### src/rtl/assert_macros.svh
// Assertion helper macros for the line rasteriser RTL.
// Included by modules that carry concurrent checks; no other dependencies.
`ifndef ASSERT_MACROS_SVH
`define ASSERT_MACROS_SVH

// Same-cycle implication, inactive during reset.
`define CLR_ASSERT_IMPL(label, clk, rst_n, ante, cons) \
  label: assert property (@(posedge clk) disable iff (!rst_n) (ante) |-> (cons)) \
    else $error("assertion failed");

// Next-cycle implication, inactive during reset.
`define CLR_ASSERT_NEXT(label, clk, rst_n, ante, cons) \
  label: assert property (@(posedge clk) disable iff (!rst_n) (ante) |=> (cons)) \
    else $error("assertion failed");

`endif

### src/rtl/clr_pkg.sv
// Shared types, constants and helpers for the clipped line rasteriser.
// No dependencies; used by every module of the block.
package clr_pkg;

  localparam int MAX_FRAME_DIM = 4096;
  localparam int DIM_W         = 13;
  localparam int COORD_W       = 16;
  localparam int DIFF_W        = COORD_W + 1;
  localparam int PROD_W        = 2 * DIFF_W;
  localparam int DIVD_W        = 32;
  localparam int DIVS_W        = 16;
  localparam int DCNT_W        = 6;
  localparam int ROUND_W       = 5;
  localparam int CLIP_ROUNDS   = 16;
  localparam int ADDR_W        = 24;
  localparam int COLOUR_W      = 32;
  localparam int ACC_W         = 15;
  localparam int INC_W         = 14;
  localparam int IN_DATA_W     = 96;
  localparam int OUT_DATA_W    = 88;

  localparam logic [3:0] OC_LEFT  = 4'd1;
  localparam logic [3:0] OC_RIGHT = 4'd2;
  localparam logic [3:0] OC_ABOVE = 4'd4;
  localparam logic [3:0] OC_BELOW = 4'd8;

  typedef enum logic {OP_LOAD = 1'b0, OP_STEP = 1'b1} op_t;

  typedef enum logic [1:0] {
    ST_ACCEPTED = 2'd0,
    ST_REJECTED = 2'd1,
    ST_PIXEL    = 2'd2,
    ST_NO_LINE  = 2'd3
  } status_t;

  typedef enum logic [1:0] {REG_WIDTH = 2'd0, REG_HEIGHT = 2'd1} reg_idx_t;

  typedef enum logic [2:0] {
    S_IDLE, S_CLIP, S_MUL, S_DIVS, S_DIVW, S_UPD, S_EMIT_ACC, S_EMIT_REJ
  } state_t;

  typedef struct packed {
    logic load;
    logic step;
    logic prep;
    logic mul;
    logic div_start;
    logic update;
    logic accept;
    logic reject;
  } cmd_t;

  typedef struct packed {
    logic out_free;
    logic both_out;
    logic both_in;
    logic rounds_out;
    logic den_zero;
    logic div_done;
  } stat_t;

  function automatic logic [3:0] outcode(input logic signed [COORD_W-1:0] x,
                                         input logic signed [COORD_W-1:0] y,
                                         input logic [DIM_W-1:0] w,
                                         input logic [DIM_W-1:0] h);
    logic [3:0] c;
    c = 4'd0;
    if (x < 0) c = c | OC_LEFT;
    else if ({x[COORD_W-1], x} > $signed({{(DIFF_W-DIM_W){1'b0}}, w})) c = c | OC_RIGHT;
    if (y < 0) c = c | OC_ABOVE;
    else if ({y[COORD_W-1], y} > $signed({{(DIFF_W-DIM_W){1'b0}}, h})) c = c | OC_BELOW;
    return c;
  endfunction

endpackage

### src/rtl/clipped_line_rasterizer.sv
// Clipped line rasteriser: outcode clipping of a line to the frame, then pixel stepping.
// Top level; depends on clr_pkg, clr_ctrl and clr_datapath.
//
// Channels: in_* carries requests; in_tuser 0 loads a line (endpoints and colour in
// in_tdata), 1 asks for the next pixel. out_* returns one result per request, status in
// out_tuser, last pixel in out_tlast. cfg_* writes frame width (index 0) and height (1).
// The block accepts one pixel request per cycle while the result register drains, so
// pixels stream at one per cycle, each result held in the registered output.
// A load runs the clip check, then per clipping round (at most four in practice, sixteen
// allowed) prepare, multiply, a division in the shared bit-serial divider and update;
// a round whose divisor is zero skips the division. No request is taken during a load.
// Reset: frame 640 x 480, no active line; no clearing pass.
// When the receiver stalls, the result holds in the output register and in_tready
// drops until it is taken.
module clipped_line_rasterizer (
  input  logic                           clk,
  input  logic                           rst_n,
  input  logic                           in_tvalid,
  output logic                           in_tready,
  // start_x[15:0], start_y[31:16], end_x[47:32], end_y[63:48], line_colour_in[95:64]
  input  logic [clr_pkg::IN_DATA_W-1:0]  in_tdata,
  // operation[0]
  input  logic                           in_tuser,
  output logic                           out_tvalid,
  input  logic                           out_tready,
  // pixel_x[12:0], pixel_y[25:13], pixel_address[49:26], pixel_colour[81:50],
  // write_enable[82], zero[87:83]
  output logic [clr_pkg::OUT_DATA_W-1:0] out_tdata,
  // status[1:0]
  output logic [1:0]                     out_tuser,
  output logic                           out_tlast,
  input  logic                           cfg_wr_en,
  input  logic [1:0]                     cfg_index,
  input  logic [clr_pkg::DIM_W-1:0]      cfg_wdata
);

  clr_pkg::cmd_t  cmd;
  clr_pkg::stat_t stat;

  clr_ctrl u_ctrl (
    .clk       (clk),
    .rst_n     (rst_n),
    .in_tvalid (in_tvalid),
    .in_tready (in_tready),
    .in_op     (in_tuser),
    .stat      (stat),
    .cmd       (cmd)
  );

  clr_datapath u_dp (
    .clk        (clk),
    .rst_n      (rst_n),
    .cmd        (cmd),
    .stat       (stat),
    .cfg_wr_en  (cfg_wr_en),
    .cfg_index  (cfg_index),
    .cfg_wdata  (cfg_wdata),
    .in_tdata   (in_tdata),
    .out_tvalid (out_tvalid),
    .out_tready (out_tready),
    .out_tdata  (out_tdata),
    .out_tuser  (out_tuser),
    .out_tlast  (out_tlast)
  );

endmodule

### src/rtl/clr_divider.sv
// Restoring unsigned divider, one quotient bit per cycle.
// Depends on clr_pkg for widths.
module clr_divider (
  input  logic                       clk,
  input  logic                       rst_n,
  input  logic                       start,
  input  logic [clr_pkg::DIVD_W-1:0] dividend,
  input  logic [clr_pkg::DIVS_W-1:0] divisor,
  output logic                       busy,
  output logic                       done,
  output logic [clr_pkg::DIVD_W-1:0] quotient
);

  logic [clr_pkg::DIVS_W:0]   rem_r, rem_nxt;
  logic [clr_pkg::DIVD_W-1:0] quo_r, quo_nxt;
  logic [clr_pkg::DIVS_W-1:0] dvs_r;
  logic [clr_pkg::DCNT_W-1:0] cnt_r, cnt_nxt;
  logic                       busy_r, busy_nxt, done_r, done_nxt;
  logic [clr_pkg::DIVS_W+1:0] trial;

  always_comb begin
    rem_nxt  = rem_r;
    quo_nxt  = quo_r;
    cnt_nxt  = cnt_r;
    busy_nxt = busy_r;
    done_nxt = 1'b0;
    trial    = {rem_r, quo_r[clr_pkg::DIVD_W-1]} - {2'b00, dvs_r};
    if (start) begin
      rem_nxt  = '0;
      quo_nxt  = dividend;
      cnt_nxt  = clr_pkg::DCNT_W'(clr_pkg::DIVD_W);
      busy_nxt = 1'b1;
    end else if (busy_r) begin
      if (!trial[clr_pkg::DIVS_W+1]) begin
        rem_nxt = trial[clr_pkg::DIVS_W:0];
        quo_nxt = {quo_r[clr_pkg::DIVD_W-2:0], 1'b1};
      end else begin
        rem_nxt = {rem_r[clr_pkg::DIVS_W-1:0], quo_r[clr_pkg::DIVD_W-1]};
        quo_nxt = {quo_r[clr_pkg::DIVD_W-2:0], 1'b0};
      end
      cnt_nxt = cnt_r - 1'b1;
      if (cnt_r == clr_pkg::DCNT_W'(1)) begin
        busy_nxt = 1'b0;
        done_nxt = 1'b1;
      end
    end
  end

  always_ff @(posedge clk) begin
    if (!rst_n) begin
      busy_r <= 1'b0;
      done_r <= 1'b0;
      cnt_r  <= '0;
    end else begin
      busy_r <= busy_nxt;
      done_r <= done_nxt;
      cnt_r  <= cnt_nxt;
    end
  end

  always_ff @(posedge clk) begin
    rem_r <= rem_nxt;
    quo_r <= quo_nxt;
    if (start) dvs_r <= divisor;
  end

  assign busy     = busy_r;
  assign done     = done_r;
  assign quotient = quo_r;

endmodule

### src/rtl/clr_datapath.sv
// Datapath: frame registers, clipping arithmetic, Bresenham state and result register.
// Depends on clr_pkg, clr_divider and assert_macros.svh.
`include "assert_macros.svh"
module clr_datapath (
  input  logic                           clk,
  input  logic                           rst_n,
  input  clr_pkg::cmd_t                  cmd,
  output clr_pkg::stat_t                 stat,
  input  logic                           cfg_wr_en,
  input  logic [1:0]                     cfg_index,
  input  logic [clr_pkg::DIM_W-1:0]      cfg_wdata,
  input  logic [clr_pkg::IN_DATA_W-1:0]  in_tdata,
  output logic                           out_tvalid,
  input  logic                           out_tready,
  output logic [clr_pkg::OUT_DATA_W-1:0] out_tdata,
  output logic [1:0]                     out_tuser,
  output logic                           out_tlast
);
  localparam int CW = clr_pkg::COORD_W;
  localparam int DW = clr_pkg::DIM_W;
  localparam int FW = clr_pkg::DIFF_W;

  // frame size
  logic [DW-1:0] width_r, height_r, cfg_val;
  always_comb begin
    cfg_val = cfg_wdata;
    if (cfg_val == '0) cfg_val = DW'(1);
    else if (cfg_val > DW'(clr_pkg::MAX_FRAME_DIM)) cfg_val = DW'(clr_pkg::MAX_FRAME_DIM);
  end
  always_ff @(posedge clk) begin
    if (!rst_n) begin
      width_r  <= DW'(640);
      height_r <= DW'(480);
    end else if (cfg_wr_en) begin
      case (cfg_index)
        clr_pkg::REG_WIDTH:  width_r  <= cfg_val;
        clr_pkg::REG_HEIGHT: height_r <= cfg_val;
        default: ;
      endcase
    end
  end

  // clipping registers
  logic signed [CW-1:0] x0_r, y0_r, x1_r, y1_r, a0_r, bound_r;
  logic signed [FW-1:0] diffa_r, diffb_r, den_r;
  logic signed [clr_pkg::PROD_W-1:0] prod_r;
  logic [clr_pkg::ROUND_W-1:0] round_r;
  logic [clr_pkg::COLOUR_W-1:0] pend_colour_r;
  logic move1_r, horiz_r, neg_r;
  logic [3:0] c0, c1, csel;
  logic move1, horiz;
  logic signed [CW-1:0] a0, a1, b0, b1, bnd;

  assign c0 = clr_pkg::outcode(x0_r, y0_r, width_r, height_r);
  assign c1 = clr_pkg::outcode(x1_r, y1_r, width_r, height_r);
  assign move1 = c1 > c0;
  assign csel  = move1 ? c1 : c0;
  assign horiz = |(csel & (clr_pkg::OC_BELOW | clr_pkg::OC_ABOVE));

  always_comb begin
    if (horiz) begin
      a0 = x0_r; a1 = x1_r; b0 = y0_r; b1 = y1_r;
      bnd = |(csel & clr_pkg::OC_BELOW) ? $signed({{(CW-DW){1'b0}}, height_r}) : '0;
    end else begin
      a0 = y0_r; a1 = y1_r; b0 = x0_r; b1 = x1_r;
      bnd = |(csel & clr_pkg::OC_RIGHT) ? $signed({{(CW-DW){1'b0}}, width_r}) : '0;
    end
  end

  // divider
  logic [clr_pkg::PROD_W-1:0] prod_mag;
  logic [FW-1:0] den_mag;
  logic div_busy, div_done;
  logic [clr_pkg::DIVD_W-1:0] quo;
  assign prod_mag = prod_r[clr_pkg::PROD_W-1] ? -prod_r : prod_r;
  assign den_mag  = den_r[FW-1] ? -den_r : den_r;

  clr_divider u_div (
    .clk      (clk),
    .rst_n    (rst_n),
    .start    (cmd.div_start),
    .dividend (prod_mag[clr_pkg::DIVD_W-1:0]),
    .divisor  (den_mag[clr_pkg::DIVS_W-1:0]),
    .busy     (div_busy),
    .done     (div_done),
    .quotient (quo)
  );

  logic signed [CW+1:0] q_s, new_a;
  always_comb begin
    q_s = (den_r == '0) ? '0 : $signed({2'b00, quo[CW-1:0]});
    if (neg_r) q_s = -q_s;
    new_a = {{2{a0_r[CW-1]}}, a0_r} + q_s;
  end

  always_ff @(posedge clk) begin
    if (cmd.load) begin
      x0_r <= in_tdata[15:0];
      y0_r <= in_tdata[31:16];
      x1_r <= in_tdata[47:32];
      y1_r <= in_tdata[63:48];
      pend_colour_r <= in_tdata[95:64];
      round_r <= '0;
    end else if (cmd.update) begin
      round_r <= round_r + 1'b1;
      if (move1_r) begin
        x1_r <= horiz_r ? new_a[CW-1:0] : bound_r;
        y1_r <= horiz_r ? bound_r : new_a[CW-1:0];
      end else begin
        x0_r <= horiz_r ? new_a[CW-1:0] : bound_r;
        y0_r <= horiz_r ? bound_r : new_a[CW-1:0];
      end
    end
    if (cmd.prep) begin
      move1_r <= move1;
      horiz_r <= horiz;
      a0_r    <= a0;
      bound_r <= bnd;
      diffa_r <= FW'(a1) - FW'(a0);
      diffb_r <= FW'(bnd) - FW'(b0);
      den_r   <= FW'(b1) - FW'(b0);
    end
    if (cmd.mul) prod_r <= diffa_r * diffb_r;
    if (cmd.div_start) neg_r <= prod_r[clr_pkg::PROD_W-1] ^ den_r[FW-1];
  end

  // Bresenham state
  logic line_active_r, dir_r, swap_r;
  logic [DW-1:0] major_pos_r, minor_pos_r, major_end_r, span_r;
  logic signed [clr_pkg::ACC_W-1:0] acc_r;
  logic [clr_pkg::INC_W-1:0] inc_r;
  logic [clr_pkg::COLOUR_W-1:0] colour_r;

  // setup from clipped endpoints, all inside the frame now
  logic [DW-1:0] ax, ay, bx, by, sax, say, sbx, sby, ma, mi, me, mie;
  logic [DW-1:0] dx, dy;
  logic steep;
  always_comb begin
    ax = x0_r[DW-1:0]; ay = y0_r[DW-1:0]; bx = x1_r[DW-1:0]; by = y1_r[DW-1:0];
    dx = (ax > bx) ? ax - bx : bx - ax;
    dy = (ay > by) ? ay - by : by - ay;
    steep = dx < dy;
    sax = steep ? ay : ax; say = steep ? ax : ay;
    sbx = steep ? by : bx; sby = steep ? bx : by;
    if (sax > sbx) begin
      ma = sbx; mi = sby; me = sax; mie = say;
    end else begin
      ma = sax; mi = say; me = sbx; mie = sby;
    end
  end

  // pixel step
  logic [DW-1:0] px, py;
  logic last;
  logic [2*DW-1:0] addr_full;
  logic signed [clr_pkg::ACC_W:0] acc_sum, acc_new;
  logic minor_move;
  always_comb begin
    px = swap_r ? minor_pos_r : major_pos_r;
    py = swap_r ? major_pos_r : minor_pos_r;
    last = major_pos_r >= major_end_r;
    addr_full = py * width_r + (2*DW)'(px);
    acc_sum = {acc_r[clr_pkg::ACC_W-1], acc_r} + $signed({2'b00, inc_r});
    minor_move = acc_sum > $signed({{(clr_pkg::ACC_W+1-DW){1'b0}}, span_r});
    acc_new = minor_move ? acc_sum - $signed({{(clr_pkg::ACC_W-DW){1'b0}}, span_r, 1'b0})
                         : acc_sum;
  end

  always_ff @(posedge clk) begin
    if (!rst_n) begin
      line_active_r <= 1'b0;
      major_pos_r <= '0; minor_pos_r <= '0; major_end_r <= '0; span_r <= '0;
      acc_r <= '0; inc_r <= '0; dir_r <= 1'b0; swap_r <= 1'b0; colour_r <= '0;
    end else if (cmd.accept) begin
      line_active_r <= 1'b1;
      swap_r <= steep;
      major_pos_r <= ma;
      minor_pos_r <= mi;
      major_end_r <= me;
      span_r <= me - ma;
      inc_r <= {((mie > mi) ? mie - mi : mi - mie), 1'b0};
      dir_r <= mie > mi;
      acc_r <= '0;
      colour_r <= pend_colour_r;
    end else if (cmd.step && line_active_r) begin
      major_pos_r <= major_pos_r + 1'b1;
      acc_r <= acc_new[clr_pkg::ACC_W-1:0];
      if (minor_move) minor_pos_r <= dir_r ? minor_pos_r + 1'b1 : minor_pos_r - 1'b1;
      if (last) line_active_r <= 1'b0;
    end
  end

  // result register
  logic out_valid_r;
  logic [clr_pkg::OUT_DATA_W-1:0] out_data_r;
  logic [1:0] out_user_r;
  logic out_last_r;
  always_ff @(posedge clk) begin
    if (!rst_n) out_valid_r <= 1'b0;
    else if (cmd.step || cmd.accept || cmd.reject) out_valid_r <= 1'b1;
    else if (out_tready) out_valid_r <= 1'b0;
  end
  always_ff @(posedge clk) begin
    if (cmd.step || cmd.accept || cmd.reject) begin
      out_data_r <= '0;
      out_last_r <= 1'b0;
      if (cmd.accept) out_user_r <= clr_pkg::ST_ACCEPTED;
      else if (cmd.reject) out_user_r <= clr_pkg::ST_REJECTED;
      else if (!line_active_r) out_user_r <= clr_pkg::ST_NO_LINE;
      else begin
        out_user_r <= clr_pkg::ST_PIXEL;
        out_data_r <= {5'd0, (px < width_r) && (py < height_r), colour_r,
                       addr_full[clr_pkg::ADDR_W-1:0], py, px};
        out_last_r <= last;
      end
    end
  end

  assign out_tvalid = out_valid_r;
  assign out_tdata  = out_data_r;
  assign out_tuser  = out_user_r;
  assign out_tlast  = out_last_r;

  assign stat.out_free   = !out_valid_r || out_tready;
  assign stat.both_out   = |(c0 & c1);
  assign stat.both_in    = (c0 | c1) == 4'd0;
  assign stat.rounds_out = round_r >= clr_pkg::ROUND_W'(clr_pkg::CLIP_ROUNDS);
  assign stat.den_zero   = den_r == '0;
  assign stat.div_done   = div_done;

  `CLR_ASSERT_IMPL(a_div_idle, clk, rst_n, cmd.div_start, !div_busy)
  `CLR_ASSERT_NEXT(a_accept_active, clk, rst_n, cmd.accept, line_active_r)
  `CLR_ASSERT_IMPL(a_major_bound, clk, rst_n, line_active_r, major_pos_r <= major_end_r)

endmodule

### src/rtl/clr_ctrl.sv
// Controller state machine: sequences load, clipping rounds, division and results.
// Depends on clr_pkg.
module clr_ctrl (
  input  logic           clk,
  input  logic           rst_n,
  input  logic           in_tvalid,
  output logic           in_tready,
  input  logic           in_op,
  input  clr_pkg::stat_t stat,
  output clr_pkg::cmd_t  cmd
);

  clr_pkg::state_t state_r, state_nxt;

  always_ff @(posedge clk) begin
    if (!rst_n) state_r <= clr_pkg::S_IDLE;
    else        state_r <= state_nxt;
  end

  always_comb begin
    state_nxt = state_r;
    cmd       = '0;
    in_tready = 1'b0;
    case (state_r)
      clr_pkg::S_IDLE: begin
        in_tready = stat.out_free;
        if (in_tvalid && stat.out_free) begin
          if (in_op == clr_pkg::OP_STEP) cmd.step = 1'b1;
          else begin
            cmd.load  = 1'b1;
            state_nxt = clr_pkg::S_CLIP;
          end
        end
      end
      clr_pkg::S_CLIP: begin
        if (stat.both_out) state_nxt = clr_pkg::S_EMIT_REJ;
        else if (stat.both_in) state_nxt = clr_pkg::S_EMIT_ACC;
        else if (stat.rounds_out) state_nxt = clr_pkg::S_EMIT_REJ;
        else begin
          cmd.prep  = 1'b1;
          state_nxt = clr_pkg::S_MUL;
        end
      end
      clr_pkg::S_MUL: begin
        cmd.mul   = 1'b1;
        state_nxt = clr_pkg::S_DIVS;
      end
      clr_pkg::S_DIVS: begin
        if (stat.den_zero) state_nxt = clr_pkg::S_UPD;
        else begin
          cmd.div_start = 1'b1;
          state_nxt     = clr_pkg::S_DIVW;
        end
      end
      clr_pkg::S_DIVW: begin
        if (stat.div_done) state_nxt = clr_pkg::S_UPD;
      end
      clr_pkg::S_UPD: begin
        cmd.update = 1'b1;
        state_nxt  = clr_pkg::S_CLIP;
      end
      clr_pkg::S_EMIT_ACC: begin
        if (stat.out_free) begin
          cmd.accept = 1'b1;
          state_nxt  = clr_pkg::S_IDLE;
        end
      end
      clr_pkg::S_EMIT_REJ: begin
        if (stat.out_free) begin
          cmd.reject = 1'b1;
          state_nxt  = clr_pkg::S_IDLE;
        end
      end
      default: state_nxt = clr_pkg::S_IDLE;
    endcase
  end

endmodule

### config.mk
export PLATFORM = sky130hd
export DESIGN_NAME = clipped_line_rasterizer
export DESIGN_NICKNAME = d
export VERILOG_FILES = /design/src/rtl/clr_pkg.sv /design/src/rtl/clipped_line_rasterizer.sv /design/src/rtl/clr_divider.sv /design/src/rtl/clr_datapath.sv /design/src/rtl/clr_ctrl.sv
export VERILOG_INCLUDE_DIRS = /design/src /design/src/rtl
export SDC_FILE = /design/constraint.sdc
export NUM_CORES = 2
export LEC_CHECK = 0
export ABC_AREA = 1
export BUFFER_PORTS_ARGS = -buffer_cell sky130_fd_sc_hd__buf_4
export CORE_ASPECT_RATIO = 0.75
export CORE_UTILIZATION = 53
export DETAILED_ROUTE_END_ITERATION = 8
export PLACE_DENSITY = 0.68
export SETUP_SLACK_MARGIN = 0.5
export SLEW_MARGIN = 20
export SYNTH_ARGS = -nofsm -noshare
export SYNTH_HDL_FRONTEND = slang
export SYNTH_SLANG_ARGS = --single-unit
export TNS_END_PERCENT = 30
### constraint.sdc
create_clock -name clk -period 22.7 [get_ports clk]
set_clock_uncertainty 0.1 [all_clocks]
set_input_delay 1.135 -clock clk [delete_from_list [all_inputs] [get_ports clk]]
set_output_delay 1.135 -clock clk [all_outputs]
set_load 0.1 [all_outputs]
* After elaboration in Yosys (flattened, before gate mapping) *
Cells that the tools add are included.

storage, ports and cells
  logic and storage cells = 238
  bits in registers = 530
  output and inout bits = 93
  input port bits = 117

cells by class
  reductions and logical operators = 34
  mux-type cells = 98
  $lt $le $gt $ge = 20
  bitwise gates (word level) = 6
  equality and inequality tests = 14
  multiply operators = 2
  add/sub/neg operators = 23

operators with widths
  cell                     count
  $mux W16                 21
  $mux W13                 24
  $mux W32                 3
  $sub A13 B13 Y13         7
  $gt A17 B13 Y1           4
  $lt A16 B1 Y1 const B    4
  $gt A13 B13 Y1           4
  $lt A13 B13 Y1           3
  $mul A17 B17 Y34         1
  $sub A16 B16 Y17         2
  $neg A16 Y16             2
  $neg A32 Y32             1
  $mux W4                  7
  $mux W1                  27
  $add A13 B1 Y13 const B  2
  $add A24 B13 Y24         1
  $mul A13 B13 Y24         1
  $mux W3                  7
  $pmux W3 S7              1
  $sub A18 B16 Y18         1
  $logic_not A17 Y1        1
  $mux W17                 1
  $sub A14 B16 Y17         1
  $add A15 B15 Y16         1
  other kinds (37)         70

* Depth between registers and ports, before layout *
  word-level depth = 10
  mapped depth = 60
  depth with buffers taken out = 51

* Cells and area by module *
From an unflattened synthesis, not the netlist that was laid out.

second synthesis, totals
  cells, all modules = 6378
  area, all modules = 51155.3 um2

by module, submodules not included
  module        area an instance (um2)  seq. area each (um2)  cells each  instances
  clr_datapath  46763.6                 11871.4               5782        1
  clr_divider   4093.9                  1941.9                542         1
  clr_ctrl      297.8                   60.1                  54          1

* Least setup slack after synthesis *
OpenSTA, ideal clock, no wires.

  path kind = register -> register
  start point = register u_dp.y1_r[1]
  end point = register u_dp.inc_r[10] (netlist name)
  data required time = 22.483 ns
  stages on the path, launching flop included = 59
  arrival time = 8.275 ns
  slack = 14.208 ns
  library setup time = 0.117 ns
  cells stage by stage = edfxtp_1 > inv_1 > ha_1 > inv_1 > nor3_1 > a21o_1 > a21oi_1 > o21ai_0 > nand2_1 > o211ai_1 > a21oi_1 > o21bai_1 > nand2_1 > clkbuf_1 > a31oi_1 > or2_2 > xor2_1 > ha_1 > (+23 left out) > buf_6 > buf_2 > buf_2 > clkbuf_1 > nand2_1 > o21ai_0 > ha_1 > clkbuf_1 > inv_1 > nor2_4 > nand3_2 > nand2_2 > nand2_1 > nand2_2 > nand2_4 > buf_12 > nand3_2 > nand3_2

between the ends
  longest elaborated chain between the ends = 8

RTL lines
  what                                                line                                      text
  start: declaration                                  clr_datapath.sv:44                        logic signed [CW-1:0] x0_r, y0_r, x1_r, y1_r, a0_r, bound_r;
  start signal: assignment                            clr_datapath.sv:101                       y1_r <= in_tdata[63:48];
  start signal: assignment                            clr_datapath.sv:108                       y1_r <= horiz_r ? bound_r : new_a[CW-1:0];
  $sub A13 B13 Y13 or $gt A13 B13 Y1 (tied branches)  clr_datapath.sv:141                       dy = (ay > by) ? ay - by : by - ay;
  $mux W13                                            clr_datapath.sv:141
  $lt A13 B13 Y1                                      clr_datapath.sv:142                       steep = dx < dy;
  $mux W13 (on tied branches)                         clr_datapath.sv:143, clr_datapath.sv:144
  $gt A13 B13 Y1                                      clr_datapath.sv:145                       if (sax > sbx) begin
  $mux W13                                            clr_datapath.sv:145
  $sub A13 B13 Y13 or $gt A13 B13 Y1 (tied branches)  clr_datapath.sv:181                       inc_r <= {((mie > mi) ? mie - mi : mi - mie), 1'b0};
  $mux W13 *                                          clr_datapath.sv:181
  end signal: assignment                              clr_datapath.sv:181
  end: declaration                                    clr_datapath.sv:131                       logic [clr_pkg::INC_W-1:0] inc_r;

Mark *: on every way between the ends. The rest lies on a longest branch, timed or not.
A chain may end at the register's enable or synchronous reset.

* Worst setup path after layout *
  start point = register u_dp.x1_r[2]
  end point = register u_dp.inc_r[10] (netlist name)

between the ends
  longest elaborated chain between the ends = 8

RTL lines
  what                                                line                                      text
  start: declaration                                  clr_datapath.sv:44
  start signal: assignment                            clr_datapath.sv:100                       x1_r <= in_tdata[47:32];
  start signal: assignment                            clr_datapath.sv:107                       x1_r <= horiz_r ? new_a[CW-1:0] : bound_r;
  $sub A13 B13 Y13 or $gt A13 B13 Y1 (tied branches)  clr_datapath.sv:140                       dx = (ax > bx) ? ax - bx : bx - ax;
  $mux W13                                            clr_datapath.sv:140
  $lt A13 B13 Y1                                      clr_datapath.sv:142
  $mux W13 (on tied branches)                         clr_datapath.sv:143, clr_datapath.sv:144
  $gt A13 B13 Y1                                      clr_datapath.sv:145
  $mux W13                                            clr_datapath.sv:145
  $sub A13 B13 Y13 or $gt A13 B13 Y1 (tied branches)  clr_datapath.sv:181
  $mux W13 *                                          clr_datapath.sv:181

Marked as above.

==> impl_results.md <==
- Status: complete, no violations
- GRT Residual Overflow: 0
- TritonRoute pass-1 iters: 6
- Slew @ Worst Pin: 1.18 ns
- # port buffers: 204
- Gate Count Post-Synth: 6,293
- # IOs: 210
- Layout cells sized above 1: 7.37%
- Starting Density: 53.5%
- Max-slew violations: 0
- EDFF count, synth: 346
- Detailed placement HPWL: 133,000 µm
- CTS Root Cell: clkbuf_16
- Core footprint: 95,300 µm²
- Critical path peak fanout: 72
- Multi-input logic area: 31,800 µm²
- Global-route wire length before repair: 252,000 µm
- Final setup violation count: 0
- Slew HR: 20.7%
- DRC violations left: 0
- Row count: 98
- CTS Hold Buffers Added: 0
- CTS tree: done
- Fin crit share: 46.7%
- Slowest CP cell: nand2_4
- Asr flop ratio synth: 0%
- Post-synthesis sequential area ratio: 27.2%
- Minimum clock period: 10.61 ns
- Final hold violation count: 0
- Vias per inst: 5.62
- Htree depth: 2
- Gpl congestion: 0.996
- Most frequent cells in the layout: 1,447 x nand2_1, 1,171 x inv_1, 488 x ha_1
- Wirelength per Cell: 21.6 µm
- Initial antenna violation count: 1
- Yosys warns: 0
- # fillers: 8,753
- Final nets: 7,430
- Synth Area per Inst: 8.10 µm²
- WP data arrival: 11.08 ns
- Vias post-DR: 43,200
- Fmax: 94.3 MHz
- Ys flop type: edfxtp_1
- DIE HEIGHT: 271 µm
- Inserted Clock Buffers: 55
- Register bit count reported by yosys: 520
- End-of-flow core utilization: 58.2%
- CP required: 23.17 ns
- Total routed wirelength: 166,000 µm
- Full die area: 97,500 µm²
- Worst Setup End Kind: flip-flop
- Number of gates resized after cts: 0
- Total track usage: 34.0%
- RSZ-0062 raised after global routing: no
- Setup TNS: 0 ns
- HP Class: flip-flop to flip-flop
- Mapped Area: 51,000 µm²
- Final ANT Viol Nets: 0
- Worst skew pair latency: 0.66 ns
- Max stage delay on crit path: 0.62 ns
- Most common cell after layout, fill and taps aside: nand2_1
- Worst-path clk slew: 0.07 ns
- # clock sinks: 520
- Fin Hold WS: 0.346 ns
- Netlist cell types: 64
- Worst setup path class: flip-flop to flip-flop
- Number of global-route vias before repair: 41,300
- Startpoint Class: flip-flop
- Largest net degree at the start of global routing: 73
- Max_cap viols: 0
- Clock Path Buffers: 3
- CP most frequent cell: nand2_1
- Area Growth Syn to Fin: 8.80%
- Die width: 360 µm
- Initial DRC Count: 5,159
- Register area: 13,900 µm²
- Setup bufs post-CTS: 0
-- synth_stat cells (84+ instances only) --
master | number | share of area (%)
nand2_1 | 1451 | 11
inv_1 | 1171 | 8.6
ha_1 | 488 | 12
o21ai_0 | 446 | 4.4
fa_1 | 437 | 17
edfxtp_1 | 346 | 20
a21oi_1 | 344 | 3.4
nor2_1 | 314 | 2.3
clkbuf_1 | 184 | 1.4
nand3_1 | 182 | 1.8
dfxtp_1 | 174 | 6.8
xor2_1 | 151 | 2.6
xnor2_1 | 84 | 1.4
-- metal layers --
metal / GRT usage, % / share of wire (%)
met5: 0 / 0
met4: 6.05 / 1.7
met3: 7.65 / 11
met2: 47.2 / 40
met1: 53.7 / 47
-- worst max-delay path: cells and delay by family (launching register included) --
family          cells  cell delay [ns]
xor+xnor            1             0.18
compound gates     10             1.76
simple gates       24             4.42
buf+inv             7             1.75
fa+ha+maj           4             1.61
flops               1             0.57
-- state kept, by name (all words and copies together), names as in the netlist, 14 cells and up --
register	flops
u_dp.a0_r	16
u_dp.den_r	17
u_dp.out_tdata	83
u_dp.prod_r	33
u_dp.y1_r	16
u_dp.x0_r	16
u_dp.u_div.rem_r	17
u_dp.diffb_r	17
u_dp.u_div.quotient	32
u_dp.pend_colour_r	32
u_dp.colour_r	32
u_dp.y0_r	16
u_dp.u_div.dvs_r	16
u_dp.acc_r	14
u_dp.x1_r	16
u_dp.diffa_r	17
-- per-stage QoR --
| step | std cells | worst slack [ns] | cell area (µm²) |
|---|---|---|---|
| floorplan | 6297 | 14.21 | 51000 |
| global placement | 7581 | 12.55 | 53600 |
| detailed placement | 7581 | 12.38 | 53600 |
| CTS | 7685 | 12.32 | 55500 |
| global route | 7685 | 11.26 | 55500 |
| finish | 7686 | 12.09 | 55500 |
-- worst paths after layout --
check        depth (start not counted)  slack (ns)          endpoint             startpoint
max                                 46       12.09    u_dp.inc_r[10]           u_dp.x1_r[2]
min                                  2        0.35  u_dp.colour_r[8]  u_dp.pend_colour_r[8]
max reg2reg                         46       12.09    u_dp.inc_r[10]           u_dp.x1_r[2]
min reg2reg                          2        0.35  u_dp.colour_r[8]  u_dp.pend_colour_r[8]
-- logic make-up (layout without fill, tap and decap cells) --
group | Yosys count | count (layout) | synth area share, %
AO/OA/AOI/OAI | 1039 | 1039 | 11.3
other | 1 | 6 | 0.00735
buffers and inverters | 1407 | 1545 | 10.6
flip-flops | 520 | 520 | 27.2
multiplexers | 3 | 3 | 0.0589
AND/OR/NAND/NOR | 2163 | 2163 | 17.7
adder cells (fa/ha/maj) | 925 | 925 | 29.1
XOR/XNOR | 235 | 235 | 4.04
-- layout make-up --
class / count / area share (%)
Antenna cell: 1 / 0.00451
Tap cell: 1250 / 2.82
Clock buffer: 63 / 2.55
Sequential cell: 520 / 25.0
Inverter: 1185 / 8.02
Clock inverter: 41 / 0.825
Timing Repair Buffer: 256 / 3.46
Multi-Input combinational cell: 4370 / 57.3
Power is not shown: default switching activity piles up to over one toggle a cycle in this logic, so the estimate is an artifact.
